[config.mk]
export PLATFORM = sky130hd
export DESIGN_NAME = pam_ctrl
export DESIGN_NICKNAME = d
export VERILOG_FILES = /design/src/pam_pkg.sv /design/src/pam_ctrl.sv
export SDC_FILE = /design/constraint.sdc
export NUM_CORES = 1
export LEC_CHECK = 0
export ABC_AREA = 0
export BUFFER_PORTS_ARGS = -buffer_cell sky130_fd_sc_hd__buf_2
export CORE_ASPECT_RATIO = 1.1
export CORE_UTILIZATION = 53
export CTS_CLUSTER_SIZE = 25
export DETAILED_ROUTE_END_ITERATION = 10
export HOLD_SLACK_MARGIN = 0.08
export PLACE_DENSITY = 0.92
export SKIP_CTS_REPAIR_TIMING = 1
export SLEW_MARGIN = 20
export SYNTH_ARGS = -nofsm -noshare
export SYNTH_HDL_FRONTEND = slang
export SYNTH_SLANG_ARGS = --single-unit
[constraint.sdc]
create_clock -name clk -period 3.6 [get_ports clk]
set_input_delay 0.72 -clock clk [delete_from_list [all_inputs] [get_ports clk]]
set_output_delay 0.72 -clock clk [all_outputs]
set_load 0.02 [all_outputs]
[src/pam_pkg.sv]
// ----------------------------------------------------------------------------
// pam_pkg: shared types and constants for the polygon area membership unit
// Coordinate widths, register indexes, basement rectangle and the
// command/status structs between controller and datapath.
// ----------------------------------------------------------------------------
`default_nettype none

package pam_pkg;

    localparam int COORD_W      = 24;
    localparam int DIFF_W       = COORD_W + 1;
    localparam int PROD_W       = 2 * DIFF_W;
    localparam int SUM_W        = PROD_W + 1;
    localparam int MAX_VERTICES = 16;
    localparam int VIDX_W       = $clog2(MAX_VERTICES);
    localparam int VCNT_W       = $clog2(MAX_VERTICES + 1);
    localparam int IN_IDX_W     = 4;
    localparam int MAP_W        = 16;
    localparam int ZONE_W       = 24;
    localparam int CFG_ADDR_W   = 3;
    localparam int CFG_DATA_W   = 24;
    localparam int RECT_IDX_W   = 2;
    localparam int RECT_LAST    = 3;

    typedef logic signed [COORD_W-1:0] coord_t;
    typedef logic signed [DIFF_W-1:0]  diff_t;
    typedef logic signed [PROD_W-1:0]  prod_t;
    typedef logic signed [SUM_W-1:0]   sum_t;

    localparam logic OP_LOAD  = 1'b0;
    localparam logic OP_QUERY = 1'b1;

    localparam logic [CFG_ADDR_W-1:0] REG_HOME_MAP     = 3'd0;
    localparam logic [CFG_ADDR_W-1:0] REG_BASEMENT_MAP = 3'd1;
    localparam logic [CFG_ADDR_W-1:0] REG_AREA_IDENT   = 3'd2;
    localparam logic [CFG_ADDR_W-1:0] REG_USE_HEIGHT   = 3'd3;
    localparam logic [CFG_ADDR_W-1:0] REG_HEIGHT_MIN   = 3'd4;
    localparam logic [CFG_ADDR_W-1:0] REG_HEIGHT_MAX   = 3'd5;
    localparam logic [CFG_ADDR_W-1:0] REG_ORIGIN_X     = 3'd6;
    localparam logic [CFG_ADDR_W-1:0] REG_ORIGIN_Y     = 3'd7;

    // basement window, z in [1.0, 9.0] Q15.8
    localparam coord_t BASE_ZMIN = 24'sd256;
    localparam coord_t BASE_ZMAX = 24'sd2304;

    // basement rectangle corners: SE, SW, NW, NE
    localparam coord_t RECT_X [4] = '{-24'sd67411, -24'sd71909, -24'sd71909, -24'sd67411};
    localparam coord_t RECT_Y [4] = '{-24'sd67097, -24'sd67097, -24'sd62562, -24'sd62562};

    typedef struct packed {
        logic              load;
        logic              latch;
        logic              clear_par;
        logic              rd_en;
        logic              rd_prime;
        logic              rect_sel;
        logic [VIDX_W-1:0] rd_addr;
    } pam_cmd_t;

    typedef struct packed {
        logic              home_hit;
        logic              height_ok;
        logic              base_ok;
        logic [VCNT_W-1:0] vcount;
        logic              pipe_busy;
        logic              parity;
    } pam_status_t;

endpackage

`default_nettype wire

[src/pam_ctrl.sv]
// ----------------------------------------------------------------------------
// pam_ctrl: request sequencer
// Accepts requests, picks home or basement test, steps the edge walk and
// reports the result once the crossing pipeline has drained.
// ----------------------------------------------------------------------------
`default_nettype none

module pam_ctrl
    import pam_pkg::*;
(
    input  wire logic        clk,
    input  wire logic        rst_n,
    input  wire logic        start,
    input  wire logic        opcode,
    input  wire pam_status_t st,
    output pam_cmd_t         cmd,
    output logic             busy,
    output logic             done,
    output logic             inside_res,
    output logic             via_basement
);

    typedef enum logic [2:0] {
        ST_IDLE,
        ST_DECIDE,
        ST_PRIME,
        ST_WALK,
        ST_DRAIN
    } state_t;

    state_t            state_reg;
    logic [VIDX_W-1:0] cnt_reg;
    logic [VIDX_W-1:0] last_reg;
    logic              rect_reg;
    logic              done_reg;
    logic              inside_reg;
    logic              via_reg;

    logic              accept;
    logic [VCNT_W-1:0] vc_m1;

    assign accept = start && (state_reg == ST_IDLE);
    assign vc_m1  = st.vcount - VCNT_W'(1);

    always_comb
    begin
        cmd           = '0;
        cmd.load      = accept && (opcode == OP_LOAD);
        cmd.latch     = accept && (opcode == OP_QUERY);
        cmd.clear_par = (state_reg == ST_DECIDE);
        cmd.rect_sel  = rect_reg;
        cmd.rd_en     = (state_reg == ST_PRIME) || (state_reg == ST_WALK);
        cmd.rd_prime  = (state_reg == ST_PRIME);
        cmd.rd_addr   = (state_reg == ST_PRIME) ? last_reg : cnt_reg;
    end

    always_ff @(posedge clk or negedge rst_n)
    begin
        if (!rst_n)
        begin
            state_reg  <= ST_IDLE;
            cnt_reg    <= '0;
            last_reg   <= '0;
            rect_reg   <= 1'b0;
            done_reg   <= 1'b0;
            inside_reg <= 1'b0;
            via_reg    <= 1'b0;
        end
        else
        begin
            done_reg <= 1'b0;
            unique case (state_reg)
                ST_IDLE:
                begin
                    if (start && (opcode == OP_QUERY))
                        state_reg <= ST_DECIDE;
                end
                ST_DECIDE:
                begin
                    // home map wins over basement when both ids match
                    if (st.home_hit)
                    begin
                        if (st.height_ok && (st.vcount != '0))
                        begin
                            rect_reg  <= 1'b0;
                            last_reg  <= vc_m1[VIDX_W-1:0];
                            state_reg <= ST_PRIME;
                        end
                        else
                        begin
                            done_reg   <= 1'b1;
                            inside_reg <= 1'b0;
                            via_reg    <= 1'b0;
                            state_reg  <= ST_IDLE;
                        end
                    end
                    else if (st.base_ok)
                    begin
                        rect_reg  <= 1'b1;
                        last_reg  <= VIDX_W'(RECT_LAST);
                        state_reg <= ST_PRIME;
                    end
                    else
                    begin
                        done_reg   <= 1'b1;
                        inside_reg <= 1'b0;
                        via_reg    <= 1'b0;
                        state_reg  <= ST_IDLE;
                    end
                end
                ST_PRIME:
                begin
                    cnt_reg   <= '0;
                    state_reg <= ST_WALK;
                end
                ST_WALK:
                begin
                    if (cnt_reg == last_reg)
                        state_reg <= ST_DRAIN;
                    else
                        cnt_reg <= cnt_reg + VIDX_W'(1);
                end
                ST_DRAIN:
                begin
                    if (!st.pipe_busy)
                    begin
                        done_reg   <= 1'b1;
                        inside_reg <= st.parity;
                        via_reg    <= st.parity && rect_reg;
                        state_reg  <= ST_IDLE;
                    end
                end
                default:
                begin
                    state_reg <= ST_IDLE;
                end
            endcase
        end
    end

    assign busy         = (state_reg != ST_IDLE);
    assign done         = done_reg;
    assign inside_res   = inside_reg;
    assign via_basement = via_reg;

endmodule

`default_nettype wire

==> impl_metrics.toml, run 1 <==
[synthesis]
yosys.area_share.adder = 0.0279
synth_xor_area_frac = 0.0586
postSynth.topFlopCell = "sky130_fd_sc_hd__dfrtp_1"
syn-cell-area_um2 = 897
asyncSetResetFlopFracSynth = 1.00
ys_types = 30
synth_seq_cells = 15
post_synth_edffs = 0
synth_cells = 93
ys_seq_area_frac = 0.418
yosys_warnings = 0
synth_compound_area_frac = 0.130
post_synthesis_simple_gate_area_fraction = 0.213
syn-num-nets = 109
postSynthAreaPerCell_um2 = 9.65
combinational_family_with_the_most_area_after_synthesis = "simple AND/OR/NAND/NOR gates"
mux_cell_area_share_after_synthesis = 0.0837

[worst_setup_path]
worst_setup_path_end_kind = "output pin"
r2r.worst_path.cells = 4
timing.critical_path.arrival_ps = 1580
startpoint_kind_of_the_worst_setup_timing_path = "register"
reg2reg_slack_ps = 2030
worstReg2RegEnd = "cnt_reg[3]$_DFFE_PN0P_"
critical_path.max_fanout = 7
beginning_of_the_worst_register_to_register_path = "cnt_reg[0]$_DFFE_PN0P_"
setup.worst_path.start = "state_reg[2]$_DFFE_PN0P_"
critPathKind = "register to output pin"
setup.worst_path.end = "cmd[1]"
cp.required_ps = 2880

[clock_tree]
cts_tree = "done"
tritoncts.num_buffers = 3
clock_latency_ps = 290
cts_max_level = 1
cts-root-buf = "sky130_fd_sc_hd__clkbuf_4"
clock_tree.buffer_depth = 2
worst_setup_hold_path_clk_slew_ps = 100
cts.sink_count = 15

[run_status]
outcome = "complete, no violations"

[drt]
post-route-drc-count = 0
first_pass_iters = 4
route.antenna.remaining_nets = 0
vias = 765
first_iter_violations = 12
viasPerCell = 5.50
post_drt_wl_per_cell_um = 12.6
wl_um = 1750

[grt]
grt_start_max_net_pins = 16
grt_antenna_before_repair = 0
track_usage = 0.218
overflow = 0
grt_pass1_vias = 670
grt_pass1_wl_um = 2750

[sta]
hold-worst-slack_ps = 307
period_share = 0.640
rsz0062_at_grt = "no"
worst-slew-pin-transition_ps = 538
max_freq_mhz = 434
report.final.slew_viol_count = 0
setup_clock_skew_after_layout_ps = 12.8
finalHoldViolations = 0
final-setup-viol-count = 0
finalCriticalPeriod_ps = 2300
slew-limit-headroom = 0.638
timing.setup.tns_ps = 0

[layout]
layout.core_utilization = 0.674
regArea_um2 = 375
filler_cell_count = 133
layout_area_growth_over_synthesis_pct = 18.4
layout_common_cells = "sky130_fd_sc_hd__buf_2, sky130_fd_sc_hd__nand2_1, sky130_fd_sc_hd__dfrtp_1"
antennaDiodeCount = 0
most_frequent_standard_cell_in_the_layout_excluding_fill_and_tap_cells = "sky130_fd_sc_hd__buf_2"
multi_input_area_um2 = 460
proportion_of_layout_cells_with_a_drive_suffix_above_1 = 0.320
finalNetCount = 139

[power_and_ir_drop]
leakage_nw = 0.578
maximum_vdd_drop_mv = 0.424
cellPowerDensity_nw_per_um2 = 769

[floorplanning]
core_region_area_um2 = 1580
die_h_um = 45.2
fp.dieArea_um2 = 1860
boundaryPins = 28
initial_core_util = 0.569
die_width_um = 41.2
num_rows = 15

[place]
place.gp.congestion = 0.754
hpwlAfterDp_um = 1400
io_buffer_count = 27

[job]
maxcap_viol_count = 0

[hold_path]
worst_hold_path_type = "primary input to async pin"
==> worst max-delay path: stages, from the launching register on <==
cell	delay [ps]
sky130_fd_sc_hd__dfrtp_1	430
sky130_fd_sc_hd__nand2b_1	170
sky130_fd_sc_hd__inv_1	110
sky130_fd_sc_hd__nand2b_1	160
sky130_fd_sc_hd__inv_1	150
sky130_fd_sc_hd__nand2_1	70
sky130_fd_sc_hd__nand2_1	60
sky130_fd_sc_hd__buf_2	160
==> where the power goes <==
part           total (mW)  internal [mW]  switching, mW
clock              0.0968         0.0413         0.0555
sequential          0.292          0.228         0.0642
combinational       0.428          0.163          0.265
==> cells in the mapped netlist (2+ instances only) <==
| library cell | n | share of area |
|---|---|---|
| sky130_fd_sc_hd__inv_1 | 9 | 0.038 |
| sky130_fd_sc_hd__a41oi_1 | 2 | 0.020 |
| sky130_fd_sc_hd__nand2b_1 | 3 | 0.021 |
| sky130_fd_sc_hd__and3_1 | 2 | 0.014 |
| sky130_fd_sc_hd__nand3_1 | 2 | 0.011 |
| sky130_fd_sc_hd__nor3_1 | 2 | 0.011 |
| sky130_fd_sc_hd__xor2_1 | 6 | 0.059 |
| sky130_fd_sc_hd__nand2_1 | 19 | 0.079 |
| sky130_fd_sc_hd__ha_1 | 2 | 0.028 |
| sky130_fd_sc_hd__o21ai_0 | 4 | 0.022 |
| sky130_fd_sc_hd__mux2i_1 | 6 | 0.067 |
| sky130_fd_sc_hd__dfrtp_1 | 15 | 0.42 |
| sky130_fd_sc_hd__nor2_1 | 2 | 0.0084 |
| sky130_fd_sc_hd__a21oi_1 | 3 | 0.017 |
==> logic make-up (layout without fill, tap and decap cells) <==
logic type | count (synthesis) | count (layout)
AND/OR/NAND/NOR | 36 | 36
AO/OA/AOI/OAI | 15 | 15
flip-flops | 15 | 15
buffers and inverters | 12 | 41
multiplexers | 7 | 7
XOR/XNOR | 6 | 6
adder cells (fa/ha/maj) | 2 | 2
==> worst min-delay path by stage <==
| stage | endpoint | start | cells after the start |
|---|---|---|---|
| global placement | cnt_reg[3]$_DFFE_PN0P_ | cnt_reg[3]$_DFFE_PN0P_ | 1 |
| global route | cnt_reg[2]$_DFFE_PN0P_ | rst_n | 1 |
| detailed placement | cnt_reg[3]$_DFFE_PN0P_ | cnt_reg[3]$_DFFE_PN0P_ | 1 |
| floorplan | cnt_reg[0]$_DFFE_PN0P_ | rst_n | 0 |
| CTS | cnt_reg[0]$_DFFE_PN0P_ | rst_n | 1 |
| finish | cnt_reg[0]$_DFFE_PN0P_ | rst_n | 1 |
==> per-stage QoR <==
step	total power [mW]	setup WS [ps]	area (um^2)	instances
after floorplan	0.612	1460	897	93
after global placement	0.704	1520	1030	135
after detailed placement	0.722	1440	1030	135
after CTS	0.820	1290	1060	139
after global routing	0.878	1160	1060	139
final	0.816	1300	1060	139
==> cell type report <==
type                            count  share of cell area
Clock buffer                        3              0.0212
Multi-Input combinational cell     66               0.433
Timing Repair Buffer               27               0.127
Sequential cell                    15               0.353
Tap cell                           17              0.0200
Clock inverter                      1             0.00471
Inverter                           10              0.0400
==> metal layers <==
layer	track usage	up-vias	part of all wire
met5	0	-	0
met2	0.363	20	0.54
li1	-	381	-
met4	0.0774	0	0.0086
met1	0.283	362	0.42
met3	0.0296	2	0.030
No activity file was read; power rests on OpenSTA's default activity.
==> run 2, diff against run 1 <==
--- a/config.mk
+++ b/config.mk
@@ -5,14 +5,14 @@
 export SDC_FILE = /design/constraint.sdc
 export NUM_CORES = 1
 export LEC_CHECK = 0
-export ABC_AREA = 0
+export ABC_AREA = 1
 export BUFFER_PORTS_ARGS = -buffer_cell sky130_fd_sc_hd__buf_2
 export CORE_ASPECT_RATIO = 1.1
-export CORE_UTILIZATION = 53
+export CORE_UTILIZATION = 45
 export CTS_CLUSTER_SIZE = 25
 export DETAILED_ROUTE_END_ITERATION = 10
 export HOLD_SLACK_MARGIN = 0.08
-export PLACE_DENSITY = 0.92
+export PLACE_DENSITY = 0.84
 export SKIP_CTS_REPAIR_TIMING = 1
 export SLEW_MARGIN = 20
 export SYNTH_ARGS = -nofsm -noshare
==> constraint.sdc (replaced) <==
create_clock -name clk -period 1.92 [get_ports clk]
set_input_delay 0.384 -clock clk [delete_from_list [all_inputs] [get_ports clk]]
set_output_delay 0.384 -clock clk [all_outputs]
set_load 0.02 [all_outputs]
==> run 2 against run 1 <==
  * Combinational power rose by 100%
  * Critical path depth fell by 1
  * Register-to-register slack got worse by 1400 ps
  * Core utilization fell by 9.1 points
  * Critical path type unchanged
  * Largest cell class unchanged
  * Largest power group unchanged
  * Highest routed layer unchanged
==> impl_metrics.toml, run 2 <==
[synthesis]
post_synth_edffs = 0
asyncSetResetFlopFracSynth = 1.00
synth_cell_count_leaders = "sky130_fd_sc_hd__nand2_1, sky130_fd_sc_hd__nand3_1, sky130_fd_sc_hd__inv_1"
synth_most_common_cell = "sky130_fd_sc_hd__nand2_1"
ys_types = 22
postSynthAreaPerCell_um2 = 6.89
syn-num-nets = 155
area_leader_netlist = "sky130_fd_sc_hd__dfrtp_1"
synth_seq_cells = 15
synth_top_cell_area_share = 0.392
syn-cell-area_um2 = 957
yosys_warnings = 0
synth_cells = 139
post_synth_main_area_contributors = "sky130_fd_sc_hd__dfrtp_1, sky130_fd_sc_hd__nand2_1, sky130_fd_sc_hd__nand3_1"
ys_seq_area_frac = 0.392
postSynth.topFlopCell = "sky130_fd_sc_hd__dfrtp_1"

[worst_setup_path]
critPathTopFamily = "flip-flops"
cp_slowest_cell = "sky130_fd_sc_hd__dfrtp_1"
critPathKind = "register to output pin"
worst_setup_path_end_kind = "output pin"
critical_path.max_fanout = 5
crit_chain = "inv_2 -> nand2_2 -> nor2_4 -> nand2_1 -> o21ai_0 -> buf_2"
startpoint_kind_of_the_worst_setup_timing_path = "register"
path_depth = 6
setup.worst_path.start = "state_reg[0]$_DFFE_PN0P_"
timing.critical_path.arrival_ps = 1430
cp.required_ps = 1540
cp_num_buf_inv = 2
max_stage_delay_ps = 410
r2r.worst_path.cells = 7
reg2reg_slack_ps = 660
beginning_of_the_worst_register_to_register_path = "state_reg[1]$_DFFE_PN0P_"
worstReg2RegEnd = "last_reg[0]$_DFFE_PN0P_"

[layout]
antennaDiodeCount = 0
proportion_of_layout_cells_with_a_drive_suffix_above_1 = 0.281
most_frequent_standard_cell_in_the_layout_excluding_fill_and_tap_cells = "sky130_fd_sc_hd__nand2_1"
layout_area_growth_over_synthesis_pct = 21.8
layout.core_utilization = 0.583
multi_input_area_um2 = 489
filler_cell_count = 194
finalNetCount = 188
regArea_um2 = 375
layout_common_cells = "sky130_fd_sc_hd__nand2_1, sky130_fd_sc_hd__buf_2, sky130_fd_sc_hd__nand3_1"

[grt]
grt_pass1_wl_um = 3430
overflow = 0
grt_start_max_net_pins = 16
grt_antenna_before_repair = 0
track_usage = 0.209
grt_pass1_vias = 880

[power_and_ir_drop]
maximum_vdd_drop_mv = 0.742
power.combinational.fraction = 0.548
power_frac_clock = 0.118
cellPowerDensity_nw_per_um2 = 1360
leakage_nw = 0.676
power.switching_uw = 788
p_int_uw = 802
fraction_of_power_consumed_by_sequential_logic = 0.335
switching_part_of_the_total = 0.496

[sta]
finalCriticalPeriod_ps = 1810
rsz0062_at_grt = "no"
finalHoldViolations = 0
period_share = 0.944
worst-slew-pin-transition_ps = 342
report.final.slew_viol_count = 0
timing.setup.tns_ps = 0
hold-worst-slack_ps = 341
setup_clock_skew_after_layout_ps = 8.06
final-setup-viol-count = 0
slew-limit-headroom = 0.772
max_freq_mhz = 552

[clock_tree]
cts.sink_count = 15
tritoncts.num_buffers = 3
cts_tree = "done"
clock_latency_ps = 300
worst_setup_hold_path_clk_slew_ps = 90
cts_max_level = 1
clock_tree.buffer_depth = 2
cts-root-buf = "sky130_fd_sc_hd__clkbuf_4"

[drt]
post_drt_wl_per_cell_um = 10.9
first_pass_iters = 4
viasPerCell = 4.88
post-route-drc-count = 0
vias = 972
wl_um = 2170
first_iter_violations = 16
route.antenna.remaining_nets = 0

[hold_path]
min_delay_startpoint = "st[0]"
whs_path_depth = 3
holdPathEnd = "inside_res$_DFFE_PN0P_"
worst_hold_path_type = "primary input to register"

[run_status]
outcome = "complete, no violations"

[floorplanning]
num_rows = 17
die_h_um = 50.4
fp.dieArea_um2 = 2320
die_width_um = 46.0
core_region_area_um2 = 2000
boundaryPins = 28
initial_core_util = 0.479

[place]
io_buffer_count = 27
hpwlAfterDp_um = 1710
place.gp.congestion = 0.855

[job]
maxcap_viol_count = 0
-- run 2: cell types whose count changed after synthesis, sizes merged, moves of 6 or more --
cell   change
inv       +15
mux2i      -6
nor2      +11
nand2     +28
nand3     +16
-- run 2: routing by layer --
metal	routed length, um	GRT usage	vias up
li1	-	-	500
met1	941	0.229	443
met5	0	0	-
met4	44	0.103	0
met2	1090	0.366	24
met3	92	0.0432	5
-- run 2: cell type report --
| cell class | instances | share of cell area |
|---|---|---|
| Clock buffer | 3 | 0.0193 |
| Clock inverter | 1 | 0.00429 |
| Inverter | 25 | 0.0805 |
| Multi-Input combinational cell | 99 | 0.420 |
| Sequential cell | 15 | 0.322 |
| Tap cell | 28 | 0.0300 |
| Timing Repair Buffer | 28 | 0.124 |
-- run 2: cells by family after synthesis --
group / share of synthesized area
AO/OA/AOI/OAI: 0.0824
XOR/XNOR: 0.0275
adder cells (fa/ha/maj): 0.0261
buffers and inverters: 0.106
flip-flops: 0.392
AND/OR/NAND/NOR: 0.366
-- run 2: worst max path at each step --
stage                   to
floorplan           cmd[9]
global placement    cmd[0]
detailed placement  cmd[2]
CTS                 cmd[2]
global route        cmd[9]
finish              cmd[2]
-- run 2: power by group through the flow --
stage | clock, mW | combinational [mW] | sequential [mW]
5_1_grt | 0.206 | 0.967 | 0.544
3_5_place_dp | 0 | 0.851 | 0.536
6_report | 0.187 | 0.871 | 0.532
2_1_floorplan | 0 | 0.621 | 0.543
4_1_cts | 0.192 | 0.853 | 0.530
3_3_place_gp | 0 | 0.822 | 0.529
-- run 2: per-stage QoR --
stage	area [um^2]	instances	worst slack, ps	power, mW
after floorplan	957	139	164	1.16
after global placement	1120	193	492	1.35
after detailed placement	1120	193	412	1.39
after CTS	1150	197	79.7	1.57
after global routing	1170	199	27.1	1.72
final	1170	199	107	1.59
-- run 2: worst reg2reg max path, cell delays in order, from the launching register on --
cell	delay (ps)
sky130_fd_sc_hd__dfrtp_1	390
sky130_fd_sc_hd__inv_2	120
sky130_fd_sc_hd__nand3_1	130
sky130_fd_sc_hd__inv_2	90
sky130_fd_sc_hd__nand3_1	110
sky130_fd_sc_hd__nand2_2	170
sky130_fd_sc_hd__o21ai_1	100
sky130_fd_sc_hd__o21ai_1	90
==> run 3, diff against run 2 <==
==> constraint.sdc (replaced) <==
create_clock -name clk -period 1.92 [get_ports clk]
set_input_delay 0.192 -clock clk [delete_from_list [all_inputs] [get_ports clk]]
set_output_delay 0.192 -clock clk [all_outputs]
set_load 0.02 [all_outputs]
==> run 3 against run 2 <==
  * Power shrank 1.2%
  * Sequential power is essentially flat
  * Final cell count is 0.50% lower
  * Clock-buffer cell count is the same
  * Critical path depth unchanged
  * Flip-flop and latch count did not move
  * Register-to-register slack improved by 30 ps
  * Core utilization decreased by 0.44 points
  * Fmax rose by 9.0%
  * Die area did not move
  * First-iteration DRC count down 19%
  * Critical path type unchanged
==> impl_metrics.toml, run 3 (synthesized netlist as in run 2, its figures left out) <==
[sta]
finalCriticalPeriod_ps = 1660
finalHoldViolations = 0
report.final.slew_viol_count = 0
setup_clock_skew_after_layout_ps = 8.96
rsz0062_at_grt = "no"
period_share = 0.866
timing.setup.tns_ps = 0
max_freq_mhz = 601
worst-slew-pin-transition_ps = 349
slew-limit-headroom = 0.767
final-setup-viol-count = 0

[job]
maxcap_viol_count = 0

[layout]
most_frequent_standard_cell_in_the_layout_excluding_fill_and_tap_cells = "sky130_fd_sc_hd__nand2_1"
finalNetCount = 187
filler_cell_count = 193
final_non_filler_cells = 198
proportion_of_layout_cells_with_a_drive_suffix_above_1 = 0.271
regArea_um2 = 375
antennaDiodeCount = 0
layout_common_cells = "sky130_fd_sc_hd__nand2_1, sky130_fd_sc_hd__buf_2, sky130_fd_sc_hd__nand3_1"
final_design_area_no_fill_um2 = 1160
layout_area_growth_over_synthesis_pct = 20.9
multi_input_area_um2 = 480
layout.core_utilization = 0.579

[clock_tree]
cts-root-buf = "sky130_fd_sc_hd__clkbuf_4"
cts_tree = "done"
cts_max_level = 1
clock_latency_ps = 300
clock_tree.buffer_depth = 2
worst_setup_hold_path_clk_slew_ps = 90
tritoncts.num_buffers = 3
cts.sink_count = 15

[worst_setup_path]
critPathKind = "register to output pin"
worstReg2RegEnd = "cnt_reg[2]$_DFFE_PN0P_"
max_stage_delay_ps = 410
critPathTopFamily = "flip-flops"
cp_slowest_cell = "sky130_fd_sc_hd__dfrtp_1"
crit_chain = "inv_2 -> nand2_1 -> nor2_4 -> nand2_1 -> o21ai_0 -> buf_2"
critical_path.max_fanout = 10
r2r.worst_path.cells = 9
startpoint_kind_of_the_worst_setup_timing_path = "register"
timing.critical_path.arrival_ps = 1470
path_depth = 6
cp.required_ps = 1730
critical-path-top-cell-by-count = "sky130_fd_sc_hd__nand2_1"
reg2reg_slack_ps = 690
beginning_of_the_worst_register_to_register_path = "cnt_reg[2]$_DFFE_PN0P_"
cp_num_buf_inv = 2
worst_setup_path_end_kind = "output pin"

[drt]
viasPerCell = 4.89
route.antenna.remaining_nets = 0
post_drt_wl_per_cell_um = 10.8
first_iter_violations = 13
vias = 968
first_pass_iters = 4
post-route-drc-count = 0
wl_um = 2150

[grt]
overflow = 0
grt_pass1_vias = 880
grt_pass1_wl_um = 3430
grt_start_max_net_pins = 16
track_usage = 0.209
grt_antenna_before_repair = 0

[floorplanning]
die_h_um = 50.4
initial_core_util = 0.479
fp.dieArea_um2 = 2320
core_region_area_um2 = 2000
die_width_um = 46.0
boundaryPins = 28
num_rows = 17

[power_and_ir_drop]
leakage_nw = 0.674
cellPowerDensity_nw_per_um2 = 1360
maximum_vdd_drop_mv = 0.741

[hold_path]
worst_hold_path_type = "primary input to register"
holdPathEnd = "inside_res$_DFFE_PN0P_"
whs_path_depth = 3
min_delay_startpoint = "st[0]"

[place]
numPlacedInstances = 193
place.gp.congestion = 0.855
io_buffer_count = 27
placedInstanceArea_um2 = 1120
hpwlAfterDp_um = 1710

[run_status]
outcome = "complete, no violations"
## run 3: worst max-delay path by stage
stage                                         from      to
after floorplan           state_reg[1]$_DFFE_PN0P_  cmd[9]
after global placement    state_reg[0]$_DFFE_PN0P_  cmd[0]
after detailed placement  state_reg[0]$_DFFE_PN0P_  cmd[2]
after CTS                 state_reg[0]$_DFFE_PN0P_  cmd[2]
after global routing      state_reg[0]$_DFFE_PN0P_  cmd[2]
final                     state_reg[0]$_DFFE_PN0P_  cmd[2]
## run 3: area by class of cell
type / count / share of cell area
inverter: 25 / 0.0811
clock inverter: 1 / 0.00432
sequential: 15 / 0.324
tap: 28 / 0.0303
multi-input combinational: 98 / 0.415
clock buffer: 3 / 0.0195
timing repair buffer: 28 / 0.125
## run 3: per-layer routing
layer / vias up / part of all wire / GRT usage
met3: 5 / 0.045 / 0.0432
met2: 29 / 0.50 / 0.366
met5: - / 0 / 0
li1: 497 / - / -
met4: 0 / 0.022 / 0.103
met1: 437 / 0.43 / 0.229
## run 3: worst reg2reg max path, cell delays in order, from the launching register on
cell	delay, ps
sky130_fd_sc_hd__dfrtp_1	470
sky130_fd_sc_hd__inv_2	60
sky130_fd_sc_hd__nand2_1	50
sky130_fd_sc_hd__nand2_1	60
sky130_fd_sc_hd__nor2_2	110
sky130_fd_sc_hd__nand2_2	90
sky130_fd_sc_hd__nand2_4	110
sky130_fd_sc_hd__nand2_2	60
sky130_fd_sc_hd__nand2_1	50
sky130_fd_sc_hd__nand2_1	50
## run 3: metrics by stage
stage                     hold slack, ps  setup WS, ps  power [mW]
after floorplan                     -104           356        1.16
after global placement               108           683        1.35
after detailed placement             113           604        1.39
after CTS                           -212           272        1.57
after global routing                 144           173        1.69
final                                148           257        1.57
## run 3: report_power, final
group,internal (mW),total [mW],switching [mW],leakage [nW]
clock network,0.0778,0.186,0.109,0.0177
registers,0.435,0.532,0.0971,0.195
logic,0.285,0.853,0.568,0.461
